$ cat src/hdl/bsr_pkg.sv
// Shared types and constants for the bad-sector remap and CHS translation block.
// No dependencies; used by bsr_div and bad_sector_remap_chs_top.
`default_nettype none

package bsr_pkg;

    localparam int ALT_ENTRIES = 64;
    localparam int IDX_W       = $clog2(ALT_ENTRIES);
    localparam int CNT_W       = IDX_W + 1;

    localparam logic [1:0] OP_WR_TRACK  = 2'd0;
    localparam logic [1:0] OP_WR_SECTOR = 2'd1;
    localparam logic [1:0] OP_TRANSLATE = 2'd2;

    localparam logic [1:0] KIND_NONE   = 2'd0;
    localparam logic [1:0] KIND_TRACK  = 2'd1;
    localparam logic [1:0] KIND_SECTOR = 2'd2;

    localparam logic [2:0] REG_SPT          = 3'd0;
    localparam logic [2:0] REG_HEADS        = 3'd1;
    localparam logic [2:0] REG_REMAP_EN     = 3'd2;
    localparam logic [2:0] REG_TRK_BASE     = 3'd3;
    localparam logic [2:0] REG_TRK_USED     = 3'd4;
    localparam logic [2:0] REG_SEC_BASE     = 3'd5;
    localparam logic [2:0] REG_SEC_USED     = 3'd6;

    typedef struct packed {
        logic        start;
        logic [31:0] dividend;
        logic [15:0] divisor;
    } div_req_t;

    typedef struct packed {
        logic        done;
        logic [31:0] quotient;
        logic [15:0] remainder;
    } div_rsp_t;

endpackage

`default_nettype wire

$ cat src/hdl/bad_sector_remap_chs_top.sv
// Top level: configuration registers, bad-track and bad-sector tables, scan sequencer.
// Depends on bsr_pkg and bsr_div.
`default_nettype none

// Raise start while busy is low to issue a request. Table writes (op 0 and 1)
// finish at the accepting edge and keep busy low. A translate request holds busy
// high while one shared divider and, with remapping on, a table scan do the work
// (the track table is read one entry at a time until a match or the used count,
// and the sector table likewise only when no track entry matched). The result
// appears on the output ports for exactly one cycle with done high; the receiver
// cannot stall it, and the result ports are valid only while done is high.
module bad_sector_remap_chs_top
(
    input  wire logic        clk,
    input  wire logic        rst_n,
    input  wire logic        cfg_we,
    input  wire logic [2:0]  cfg_index,
    input  wire logic [31:0] cfg_data,
    input  wire logic        start,
    output logic             busy,
    input  wire logic [1:0]  op,
    input  wire logic [5:0]  entry_index,
    input  wire logic [31:0] entry_value,
    input  wire logic [31:0] logical_sector,
    output logic             done,
    output logic [31:0]      physical_sector,
    output logic [31:0]      cylinder,
    output logic [7:0]       head,
    output logic [7:0]       sector_in_track,
    output logic [1:0]       remap_kind
);

    localparam int CW = bsr_pkg::CNT_W;
    localparam int IW = bsr_pkg::IDX_W;
    localparam logic [CW-1:0] ENTRIES = CW'(bsr_pkg::ALT_ENTRIES);

    typedef enum logic [3:0] {
        ST_IDLE, ST_DIV_TRK, ST_T_RD, ST_T_CMP, ST_S_RD, ST_S_CMP, ST_DIV_CYL, ST_DIV_HEAD
    } state_t;

    logic [7:0]  spt_cfg_reg;
    logic [8:0]  heads_cfg_reg;
    logic        remap_en_reg;
    logic [31:0] trk_base_reg;
    logic [6:0]  trk_used_reg;
    logic [31:0] sec_base_reg;
    logic [6:0]  sec_used_reg;

    logic [31:0] trk_mem [bsr_pkg::ALT_ENTRIES];
    logic [31:0] sec_mem [bsr_pkg::ALT_ENTRIES];
    logic [31:0] trk_rd_reg;
    logic [31:0] sec_rd_reg;

    state_t      state_reg;
    logic        done_reg;
    logic        div_start_reg;
    logic [31:0] div_dvd_reg;
    logic [15:0] div_dsr_reg;
    logic [CW-1:0] idx_reg;
    logic [CW-1:0] n_trk_reg;
    logic [CW-1:0] n_sec_reg;
    logic [31:0] lsec_reg;
    logic [7:0]  spt_reg;
    logic [15:0] spc_reg;
    logic [31:0] q_trk_reg;
    logic [7:0]  r_trk_reg;
    logic [31:0] phys_reg;
    logic [31:0] cyl_reg;
    logic [7:0]  head_reg;
    logic [7:0]  sit_reg;
    logic [1:0]  kind_reg;

    logic [7:0]  spt_eff;
    logic [8:0]  heads_eff;
    logic [15:0] spc_eff;
    logic [CW-1:0] n_trk_eff;
    logic [CW-1:0] n_sec_eff;
    logic [31:0] trk_phys;
    logic [31:0] sec_phys;
    logic        accept;

    bsr_pkg::div_req_t div_req;
    bsr_pkg::div_rsp_t div_rsp;

    always_comb
    begin
        spt_eff   = (spt_cfg_reg == 8'd0) ? 8'd1 : spt_cfg_reg;
        heads_eff = (heads_cfg_reg == 9'd0) ? 9'd1 :
                    (heads_cfg_reg > 9'd256) ? 9'd256 : heads_cfg_reg;
        spc_eff   = 16'({8'd0, spt_eff} * {7'd0, heads_eff});
        n_trk_eff = (trk_used_reg > 7'(ENTRIES)) ? ENTRIES : CW'(trk_used_reg);
        n_sec_eff = (sec_used_reg > 7'(ENTRIES)) ? ENTRIES : CW'(sec_used_reg);
        trk_phys  = trk_base_reg + 32'(14'(idx_reg[IW-1:0]) * 14'(spt_reg))
                    + {24'd0, r_trk_reg};
        sec_phys  = sec_base_reg + {{(32-IW){1'b0}}, idx_reg[IW-1:0]};
        accept    = start && (state_reg == ST_IDLE);
    end

    always_ff @(posedge clk or negedge rst_n)
    begin
        if (!rst_n)
        begin
            spt_cfg_reg   <= 8'd63;
            heads_cfg_reg <= 9'd16;
            remap_en_reg  <= 1'b0;
            trk_base_reg  <= '0;
            trk_used_reg  <= '0;
            sec_base_reg  <= '0;
            sec_used_reg  <= '0;
        end
        else if (cfg_we)
        begin
            case (cfg_index)
                bsr_pkg::REG_SPT:      spt_cfg_reg   <= cfg_data[7:0];
                bsr_pkg::REG_HEADS:    heads_cfg_reg <= cfg_data[8:0];
                bsr_pkg::REG_REMAP_EN: remap_en_reg  <= cfg_data[0];
                bsr_pkg::REG_TRK_BASE: trk_base_reg  <= cfg_data;
                bsr_pkg::REG_TRK_USED: trk_used_reg  <= cfg_data[6:0];
                bsr_pkg::REG_SEC_BASE: sec_base_reg  <= cfg_data;
                bsr_pkg::REG_SEC_USED: sec_used_reg  <= cfg_data[6:0];
                default: ;
            endcase
        end
    end

    always_ff @(posedge clk)
    begin
        if (accept && op == bsr_pkg::OP_WR_TRACK)
        begin
            trk_mem[entry_index] <= entry_value;
        end
        if (accept && op == bsr_pkg::OP_WR_SECTOR)
        begin
            sec_mem[entry_index] <= entry_value;
        end
        trk_rd_reg <= trk_mem[idx_reg[IW-1:0]];
        sec_rd_reg <= sec_mem[idx_reg[IW-1:0]];
    end

    always_ff @(posedge clk or negedge rst_n)
    begin
        if (!rst_n)
        begin
            state_reg     <= ST_IDLE;
            done_reg      <= 1'b0;
            div_start_reg <= 1'b0;
            idx_reg       <= '0;
        end
        else
        begin
            done_reg      <= 1'b0;
            div_start_reg <= 1'b0;
            case (state_reg)
                ST_IDLE:
                begin
                    if (accept && op == bsr_pkg::OP_TRANSLATE)
                    begin
                        lsec_reg      <= logical_sector;
                        spt_reg       <= spt_eff;
                        spc_reg       <= spc_eff;
                        n_trk_reg     <= n_trk_eff;
                        n_sec_reg     <= n_sec_eff;
                        phys_reg      <= logical_sector;
                        kind_reg      <= bsr_pkg::KIND_NONE;
                        div_start_reg <= 1'b1;
                        div_dvd_reg   <= logical_sector;
                        if (remap_en_reg)
                        begin
                            div_dsr_reg <= {8'd0, spt_eff};
                            state_reg   <= ST_DIV_TRK;
                        end
                        else
                        begin
                            div_dsr_reg <= spc_eff;
                            state_reg   <= ST_DIV_CYL;
                        end
                    end
                end
                ST_DIV_TRK:
                begin
                    if (div_rsp.done)
                    begin
                        q_trk_reg <= div_rsp.quotient;
                        r_trk_reg <= div_rsp.remainder[7:0];
                        idx_reg   <= '0;
                        state_reg <= ST_T_RD;
                    end
                end
                ST_T_RD:
                begin
                    if (idx_reg >= n_trk_reg)
                    begin
                        idx_reg   <= '0;
                        state_reg <= ST_S_RD;
                    end
                    else
                    begin
                        state_reg <= ST_T_CMP;
                    end
                end
                ST_T_CMP:
                begin
                    if (trk_rd_reg == q_trk_reg)
                    begin
                        phys_reg      <= trk_phys;
                        kind_reg      <= bsr_pkg::KIND_TRACK;
                        div_start_reg <= 1'b1;
                        div_dvd_reg   <= trk_phys;
                        div_dsr_reg   <= spc_reg;
                        state_reg     <= ST_DIV_CYL;
                    end
                    else
                    begin
                        idx_reg   <= idx_reg + CW'(1);
                        state_reg <= ST_T_RD;
                    end
                end
                ST_S_RD:
                begin
                    if (idx_reg >= n_sec_reg)
                    begin
                        div_start_reg <= 1'b1;
                        div_dvd_reg   <= lsec_reg;
                        div_dsr_reg   <= spc_reg;
                        state_reg     <= ST_DIV_CYL;
                    end
                    else
                    begin
                        state_reg <= ST_S_CMP;
                    end
                end
                ST_S_CMP:
                begin
                    if (sec_rd_reg == lsec_reg)
                    begin
                        phys_reg      <= sec_phys;
                        kind_reg      <= bsr_pkg::KIND_SECTOR;
                        div_start_reg <= 1'b1;
                        div_dvd_reg   <= sec_phys;
                        div_dsr_reg   <= spc_reg;
                        state_reg     <= ST_DIV_CYL;
                    end
                    else
                    begin
                        idx_reg   <= idx_reg + CW'(1);
                        state_reg <= ST_S_RD;
                    end
                end
                ST_DIV_CYL:
                begin
                    if (div_rsp.done)
                    begin
                        cyl_reg       <= div_rsp.quotient;
                        div_start_reg <= 1'b1;
                        div_dvd_reg   <= {16'd0, div_rsp.remainder};
                        div_dsr_reg   <= {8'd0, spt_reg};
                        state_reg     <= ST_DIV_HEAD;
                    end
                end
                ST_DIV_HEAD:
                begin
                    if (div_rsp.done)
                    begin
                        head_reg  <= div_rsp.quotient[7:0];
                        sit_reg   <= div_rsp.remainder[7:0];
                        done_reg  <= 1'b1;
                        state_reg <= ST_IDLE;
                    end
                end
                default:
                begin
                    state_reg <= ST_IDLE;
                end
            endcase
        end
    end

    assign div_req.start    = div_start_reg;
    assign div_req.dividend = div_dvd_reg;
    assign div_req.divisor  = div_dsr_reg;

    bsr_div u_div
    (
        .clk   (clk),
        .rst_n (rst_n),
        .req   (div_req),
        .rsp   (div_rsp)
    );

    assign busy            = (state_reg != ST_IDLE);
    assign done            = done_reg;
    assign physical_sector = phys_reg;
    assign cylinder        = cyl_reg;
    assign head            = head_reg;
    assign sector_in_track = sit_reg;
    assign remap_kind      = kind_reg;

`ifndef ASSERT_OFF
    a_done_idle: assert property (@(posedge clk) disable iff (!rst_n)
        done |-> !busy)
        else $error("result strobe while sequencer active");
    a_translate_busy: assert property (@(posedge clk) disable iff (!rst_n)
        (start && !busy && op == bsr_pkg::OP_TRANSLATE) |=> busy)
        else $error("translate request did not start sequencer");
    a_write_quick: assert property (@(posedge clk) disable iff (!rst_n)
        (start && !busy && op != bsr_pkg::OP_TRANSLATE) |=> (!busy && !done))
        else $error("table write request started sequencer");
    a_kind_valid: assert property (@(posedge clk) disable iff (!rst_n)
        done |-> (remap_kind == bsr_pkg::KIND_NONE || remap_kind == bsr_pkg::KIND_TRACK
                  || remap_kind == bsr_pkg::KIND_SECTOR))
        else $error("bad remap kind");
    a_sector_range: assert property (@(posedge clk) disable iff (!rst_n)
        done |-> (sector_in_track < spt_reg))
        else $error("sector within track out of range");
`endif

endmodule

`default_nettype wire

$ cat src/hdl/bsr_div.sv
// Iterative restoring divider, 32-bit dividend by nonzero 16-bit divisor, one bit a cycle.
// Depends on bsr_pkg for the request and response structs.
`default_nettype none

module bsr_div
(
    input  wire logic            clk,
    input  wire logic            rst_n,
    input  wire bsr_pkg::div_req_t req,
    output bsr_pkg::div_rsp_t    rsp
);

    logic        running_reg;
    logic        done_reg;
    logic [4:0]  cnt_reg;
    logic [31:0] dvd_reg;
    logic [15:0] rem_reg;
    logic [15:0] dsr_reg;

    logic [16:0] trial;
    logic        qbit;
    logic [15:0] rem_next;

    always_comb
    begin
        trial    = {rem_reg, dvd_reg[31]};
        qbit     = (trial >= {1'b0, dsr_reg});
        rem_next = qbit ? 16'(trial - {1'b0, dsr_reg}) : trial[15:0];
    end

    always_ff @(posedge clk or negedge rst_n)
    begin
        if (!rst_n)
        begin
            running_reg <= 1'b0;
            done_reg    <= 1'b0;
            cnt_reg     <= '0;
        end
        else
        begin
            done_reg <= 1'b0;
            if (req.start)
            begin
                running_reg <= 1'b1;
                cnt_reg     <= '0;
            end
            else if (running_reg)
            begin
                cnt_reg <= cnt_reg + 5'd1;
                if (cnt_reg == 5'd31)
                begin
                    running_reg <= 1'b0;
                    done_reg    <= 1'b1;
                end
            end
        end
    end

    always_ff @(posedge clk)
    begin
        if (req.start)
        begin
            dvd_reg <= req.dividend;
            dsr_reg <= req.divisor;
            rem_reg <= '0;
        end
        else if (running_reg)
        begin
            dvd_reg <= {dvd_reg[30:0], qbit};
            rem_reg <= rem_next;
        end
    end

    assign rsp.done      = done_reg;
    assign rsp.quotient  = dvd_reg;
    assign rsp.remainder = rem_reg;

endmodule

`default_nettype wire

$ cat config.mk
export PLATFORM = sky130hd
export DESIGN_NAME = bad_sector_remap_chs_top
export DESIGN_NICKNAME = d
export VERILOG_FILES = /design/src/hdl/bsr_pkg.sv /design/src/hdl/bad_sector_remap_chs_top.sv /design/src/hdl/bsr_div.sv
export SDC_FILE = /design/constraint.sdc
export NUM_CORES = 2
export LEC_CHECK = 0
export BUFFER_PORTS_ARGS = -buffer_cell sky130_fd_sc_hd__buf_2
export CAP_MARGIN = 30
export CORE_MARGIN = 4
export CORE_UTILIZATION = 31
export CTS_CLUSTER_DIAMETER = 100
export CTS_CLUSTER_SIZE = 28
export DETAILED_ROUTE_END_ITERATION = 7
export MAX_ROUTING_LAYER = met4
export PLACE_DENSITY_LB_ADDON = 0.15
export SYNTH_ARGS = -nofsm -noshare
export SYNTH_HDL_FRONTEND = slang
export SYNTH_HIERARCHICAL = 1
export SYNTH_SLANG_ARGS = --single-unit
$ cat constraint.sdc
create_clock -name clk -period 5.95 [get_ports clk]
set_input_delay 0.2975 -clock clk [delete_from_list [all_inputs] [get_ports clk]]
set_output_delay 0.2975 -clock clk [all_outputs]
set_load 0.03 [all_outputs]
# Word level (Yosys, flattened, before mapping)
# Memories as Yosys holds them, arrays and structs flattened. A register that Yosys moved wholly into a read port is not among the register bits.
# Cells that the tools add are included.
# word_totals
reg_bits	420
mem_bits_rw	4096
input_bits	111
wordCells	162
n_memories	2
# op_classes
n_addsub	6
multipliers	2
n_lt_le_gt_ge	6
n_eq_ne	28
muxes	58
n_reduce_logical	29
# memory_table
memory	words	word_bits	rd	rd_ports_with_merged_regs	write_ports	line_no	source
sec_mem	64	32	1	1	1	bad_sector_remap_chs_top.sv:50	logic [31:0] sec_mem [bsr_pkg::ALT_ENTRIES];
trk_mem	64	32	1	1	1	bad_sector_remap_chs_top.sv:49	logic [31:0] trk_mem [bsr_pkg::ALT_ENTRIES];
# op_table
op	count
2-to-1 mux 32 bit	7
case mux 32 bit (5 select lines)	1
2-to-1 mux 16 bit	7
case mux 32 bit (3 select lines)	1
case mux 16 bit (5 select lines)	1
equality test 32 bit	2
adder 32 x 14 -> 32 bit	1
adder 32 x 6 -> 32 bit	1
adder 32 x 8 -> 32 bit	1
case mux 4 bit (8 select lines)	1
2-to-1 mux 7 bit	4
case mux 7 bit (4 select lines)	1
2-to-1 mux 9 bit	2
>= comparator 17 x 16 -> 1 bit	1
equality test 4 x 3 -> 1 bit (second input constant)	4
multiplier 8 x 9 -> 16 bit	1
2-to-1 mux 1 bit	16
2-to-1 mux 4 bit	4
subtractor 16 bit	1
>= comparator 7 bit	2
> comparator 7 bit (second input constant)	2
multiplier 6 x 8 -> 14 bit	1
AND reduction 2 bit	7
!= test 2 bit (second input constant)	6
32 further kinds	54

# Longest topological paths before layout
# depth
word_depth	7
ltp_mapped	23
ltp_nobuf	20

# Modules after synthesis
# The synthesis kept the hierarchy.
# by_module_without_submodules
module	instances	cells_each	area_per_inst_um2	seq_area_each_um2
bad_sector_remap_chs_top	1	7795	177084.8	134197.5
bsr_div	1	338	3829.9	1936.9

# Worst setup path after synthesis
# OpenSTA, ideal clock, no wires.
# synth_path
path_kind	reg-to-reg
start	register idx_reg[0]
end	register div_dsr_reg[0], enable pin
setup_time_ps	513
arrival_time_ps	5619
setup_slack_ps	-182
path_stages_with_launch	15
path_buffers	5
synth_period_minus_slack_ps	6132
cell_sequence	dfrtp_1 -> buf_2 -> buf_6 -> buf_6 -> buf_2 -> clkbuf_1 -> inv_1 -> ha_1 -> nand2b_1 -> a21o_1 -> a21oi_1 -> o21ai_0 -> a31o_2 -> nor3_1 -> nor3_1
# synth_between
elab_chain_len	3
# synth_lines
element	line_no	source
start: declaration	bad_sector_remap_chs_top.sv:59	logic [CW-1:0] idx_reg;
start signal: assignment	bad_sector_remap_chs_top.sv:214	idx_reg <= idx_reg + CW'(1);
start signal: assignment	bad_sector_remap_chs_top.sv:245	idx_reg <= idx_reg + CW'(1);
>= comparator 7 bit	bad_sector_remap_chs_top.sv:220	if (idx_reg >= n_sec_reg)
!= test 2 bit (no line)	--	
AND reduction 7 bit (no line)	--	
end signal: assignment	bad_sector_remap_chs_top.sv:209	div_dsr_reg <= spc_reg;
end signal: assignment	bad_sector_remap_chs_top.sv:224	div_dsr_reg <= spc_reg;
end signal: assignment	bad_sector_remap_chs_top.sv:240	div_dsr_reg <= spc_reg;
end: declaration	bad_sector_remap_chs_top.sv:58	logic [15:0] div_dsr_reg;
# No other way between the ends.
# A chain may end at the register's enable or synchronous reset.

# Worst setup path in the final report
# layout_path
start	register idx_reg[0]
end	register div_dvd_reg[19] (data pin)
# layout_between
elab_chain_len	5
elab_cells_between_ends	7
# layout_lines
element	line_no	source
multiplier 6 x 8 -> 14 bit	bad_sector_remap_chs_top.sv:93	trk_phys = trk_base_reg + 32'(14'(idx_reg[IW-1:0]) * 14'(spt_reg))
adder 32 x 14 -> 32 bit	bad_sector_remap_chs_top.sv:93	
adder 32 x 8 -> 32 bit	bad_sector_remap_chs_top.sv:94	+ {24'd0, r_trk_reg};
2-to-1 mux 32 bit	bad_sector_remap_chs_top.sv:203	if (trk_rd_reg == q_trk_reg)
case mux 32 bit (5 select lines) *	bad_sector_remap_chs_top.sv:153	case (state_reg)
end signal: assignment	bad_sector_remap_chs_top.sv:166	div_dvd_reg <= logical_sector;
end signal: assignment	bad_sector_remap_chs_top.sv:208	div_dvd_reg <= trk_phys;
end signal: assignment	bad_sector_remap_chs_top.sv:223	div_dvd_reg <= lsec_reg;
end: declaration	bad_sector_remap_chs_top.sv:57	logic [31:0] div_dvd_reg;
# Mark *: on every way between the ends. The rest lies on a longest branch, timed or not. The select of a mux whose other input is x is not followed.

==> metrics.cfg <==
[status]
status=completed

[timing]
hold_viol=0
whs_ps=127
slew_violations=0
fin_worst_skew_ps=80.8
finalCritPeriodShare_pct=92.2
fin_crit_ps=5490
tns_ps=0
setup_viol=0
rsz0062_at_grt=no
slew_headroom_pct=32.2
max_freq_ghz=0.182
worstMarginPinSlew_ps=1010

[grt]
grt_max_degree=113
antenna_found_initial=62
use_met2_pct=30.3
grt_usage_pct=18.8
grt_pass1_vias=88300
use_met1_pct=26.2
busiest_layer=met2
met3_usage_pct=2.05
grt_pass1_wl_um=757000
grt.overflow.total=0

[finish]
drive_above_1_share_pct=27.9
fillers=53800
final_common_cell=edfxtp_1
top_regs=sec_mem (2048), trk_mem (2048)
nets=8872
area_growth_pct=11.4
post-route-util_pct=34.7
layout.cells.non_filler=16500
stdcell_area_um2=202000
layout_common_cells=edfxtp_1 (4384), mux4_2 (1344), buf_4 (314)

[worst_setup_path]
cpMostUsedCell=fa_1
crit_slowest_cell=a31oi_1
critPathArrivalTime_ps=6210
crit_family=adder cells
path_cells=and2_1, fa_1, inv_1, fa_1, inv_1, fa_1, fa_1, ha_1, a21o_1, a31o_2, o21a_1, a31oi_1, nor4_1, nor3_1, a21oi_1
crit_start=idx_reg[0]
r2r_end=div_dvd_reg[19]
worst_r2r_path_depth=15
critical_path_buf_inv_count=2
cp_data_required_time_ps=6670
critPathLaunchType=flop
slowest_delay_ps=730
worstSetupEndpointType=flop
path_class=flop to flop
r2r-start=idx_reg[0]
crit_end=div_dvd_reg[19]
cp.depth=15
critPathMaxFanout=13
r2r_slack_ps=460

[synthesis]
synthSimpleGateAreaFrac_pct=1.97
synth_top_cell_by_area=edfxtp_1
synth_top_family_by_area=multiplexers
yosysSeqAreaShare_pct=75.2
postSynthAreaPerCell_um2=22.2
synth_area_um2=181000
synthArstFlopShare_pct=2.51
synthTopCellsByArea=edfxtp_1 (73%), mux4_2 (17%), dfrtp_1 (1.5%), fa_1 (0.95%), dfxtp_1 (0.89%)
synth-seq-cells=4579
yosys_most_used_dff=edfxtp_1
yosysUniqueCellTypes=77
synth.area.mux_share_pct=17.7
synth_edf_count=4384
synth_fa_ha_area_share_pct=1.71
synth_top_area_share_pct=72.8
synth_compound_gate_area_share_pct=1.46
synth_cells=8133
postSynthNetCount=8440
yosys.area_share.xor_xnor_pct=0.625
yosys_warnings=6

[worst_hold_path]
hold_path.class=primary input to flop

[clock_network]
numCtsBuffers=195
cts_buffer_depth=4
cts_htree_levels=4
cts_root_buffer=clkbuf_16
clock_latency_ps=980
cts_sinks=4579
cts.clk_slew.worst_paths_ps=120
tritoncts=yes

[placed_design]
hpwl_um=337000
dp.cells=16000
numPortBuffers=194
place_congestion=0.864
place_area_um2=194000

[routing]
vias_per_cell=5.24
dr.pass1.iters=5
vias=86400
wl_per_cell_um=33.5
drc=0
ant_nets=0
drt_iter0_drc=8879
totalWireLength_um=553000

[die]
fp.dieW_um=772
chipHeight_um=772
placementRows=280
ioPinCount=195
dieArea_um2=596000
initial_core_util_pct=31.1
core_um2=582000

[job]
cap_violations=0

[power_and_ir_drop]
power_density_nw_per_um2=274
power.switching_uw=12200
ir_drop_mv=0.216
comb_power_share_pct=5.1
p_seq_share_pct=64.6
p_int_uw=43100
power.share.switching_pct=22.1
clkPwrFrac_pct=30.3
p_leak_uw=0.0602

## routing by layer
metal,part of all wire (%),up-vias,wire length (um)
li1,-,34600,-
met1,45,48800,246000
met2,49,2494,270000
met3,4.8,447,26700
met4,1.8,0,10200
met5,0,-,0
## synthesized netlist by cell type (8+ instances only)
library cell	count
a211oi_1	20
a21o_1	35
a21oi_1	93
a221oi_1	11
a22o_1	9
a22oi_1	14
a31oi_1	20
and2_1	98
and3_1	12
buf_1	88
buf_2	49
clkbuf_1	269
dfrtp_1	108
dfxtp_1	80
edfxtp_1	4384
fa_1	86
ha_1	110
inv_1	184
mux2_2	136
mux2i_1	23
mux4_2	1344
nand2_1	181
nand2b_1	13
nand3_1	39
nand3b_1	8
nand4_1	36
nor2_1	243
nor2b_1	35
nor3_1	34
nor4_1	10
o211ai_1	12
o21a_1	10
o21ai_0	53
o22a_1	11
o22ai_1	20
o31ai_1	8
or3_1	9
xnor2_1	112
xor2_1	17
## metrics by stage
stage	total power [uW]	setup slack, ps
floorplan	37800	231
global placement	39200	512
detailed placement	39200	534
CTS	56000	448
global route	57400	276
finish	55300	464
## worst min path at each step
stage	start	endpoint	slack, ps	depth (start not counted)
3_5_place_dp	rst_n	state_reg[0]	380	1
2_1_floorplan	rst_n	div_start_reg	2	0
4_1_cts	logical_sector[10]	lsec_reg[10]	0.3	2
5_1_grt	logical_sector[3]	lsec_reg[3]	50	2
6_report	cfg_data[15]	sec_base_reg[15]	130	3
3_3_place_gp	rst_n	state_reg[0]	370	1
## cells by family (layout without fill, tap and decap cells)
group,Yosys count,count (layout)
compound gates,385,385
xor+xnor,129,129
fa+ha+maj,196,196
buf+inv,597,1153
flops,4579,4579
mux,1503,1503
other cells,0,38
simple gates,744,744
## power by group through the flow
stage	registers (uW)	logic [uW]	clock network [uW]
CTS	35700	2890	17400
finish	35700	2820	16800
floorplan	36300	1510	0
detailed placement	36400	2800	0
global route	35700	3150	18500
global placement	36400	2750	0
## worst register-to-register path: stages (launching register included)
cell,delay (ps)
dfrtp_4,600
and2_1,220
fa_1,530
inv_1,60
fa_1,540
inv_1,50
fa_1,460
fa_1,390
ha_1,370
a21o_1,210
a31o_2,230
o21a_1,240
a31oi_1,730
nor4_1,120
nor3_1,350
a21oi_1,110
## final cells by class
type                    instances  area [um2]  area share (%)
clock inverters                33         498           0.247
clock buffers                 288        5390            2.67
inverters                     186         698           0.346
flip-flops and latches       4579      136000            67.6
well taps                    7755        9700            4.81
multi-input cells            2957       43500            21.6
repair buffers                646        5540            2.75
diodes                         38        95.1          0.0472
## repair_timing
item / in CTS / in global routing
hold buffers: 110 / 0
gates resized for setup: 0 / 0
endpoints found under the hold margin: 1949 / 0
buffers inserted: 0 / 0
Note: power is estimated with default switching activity, not from simulation.
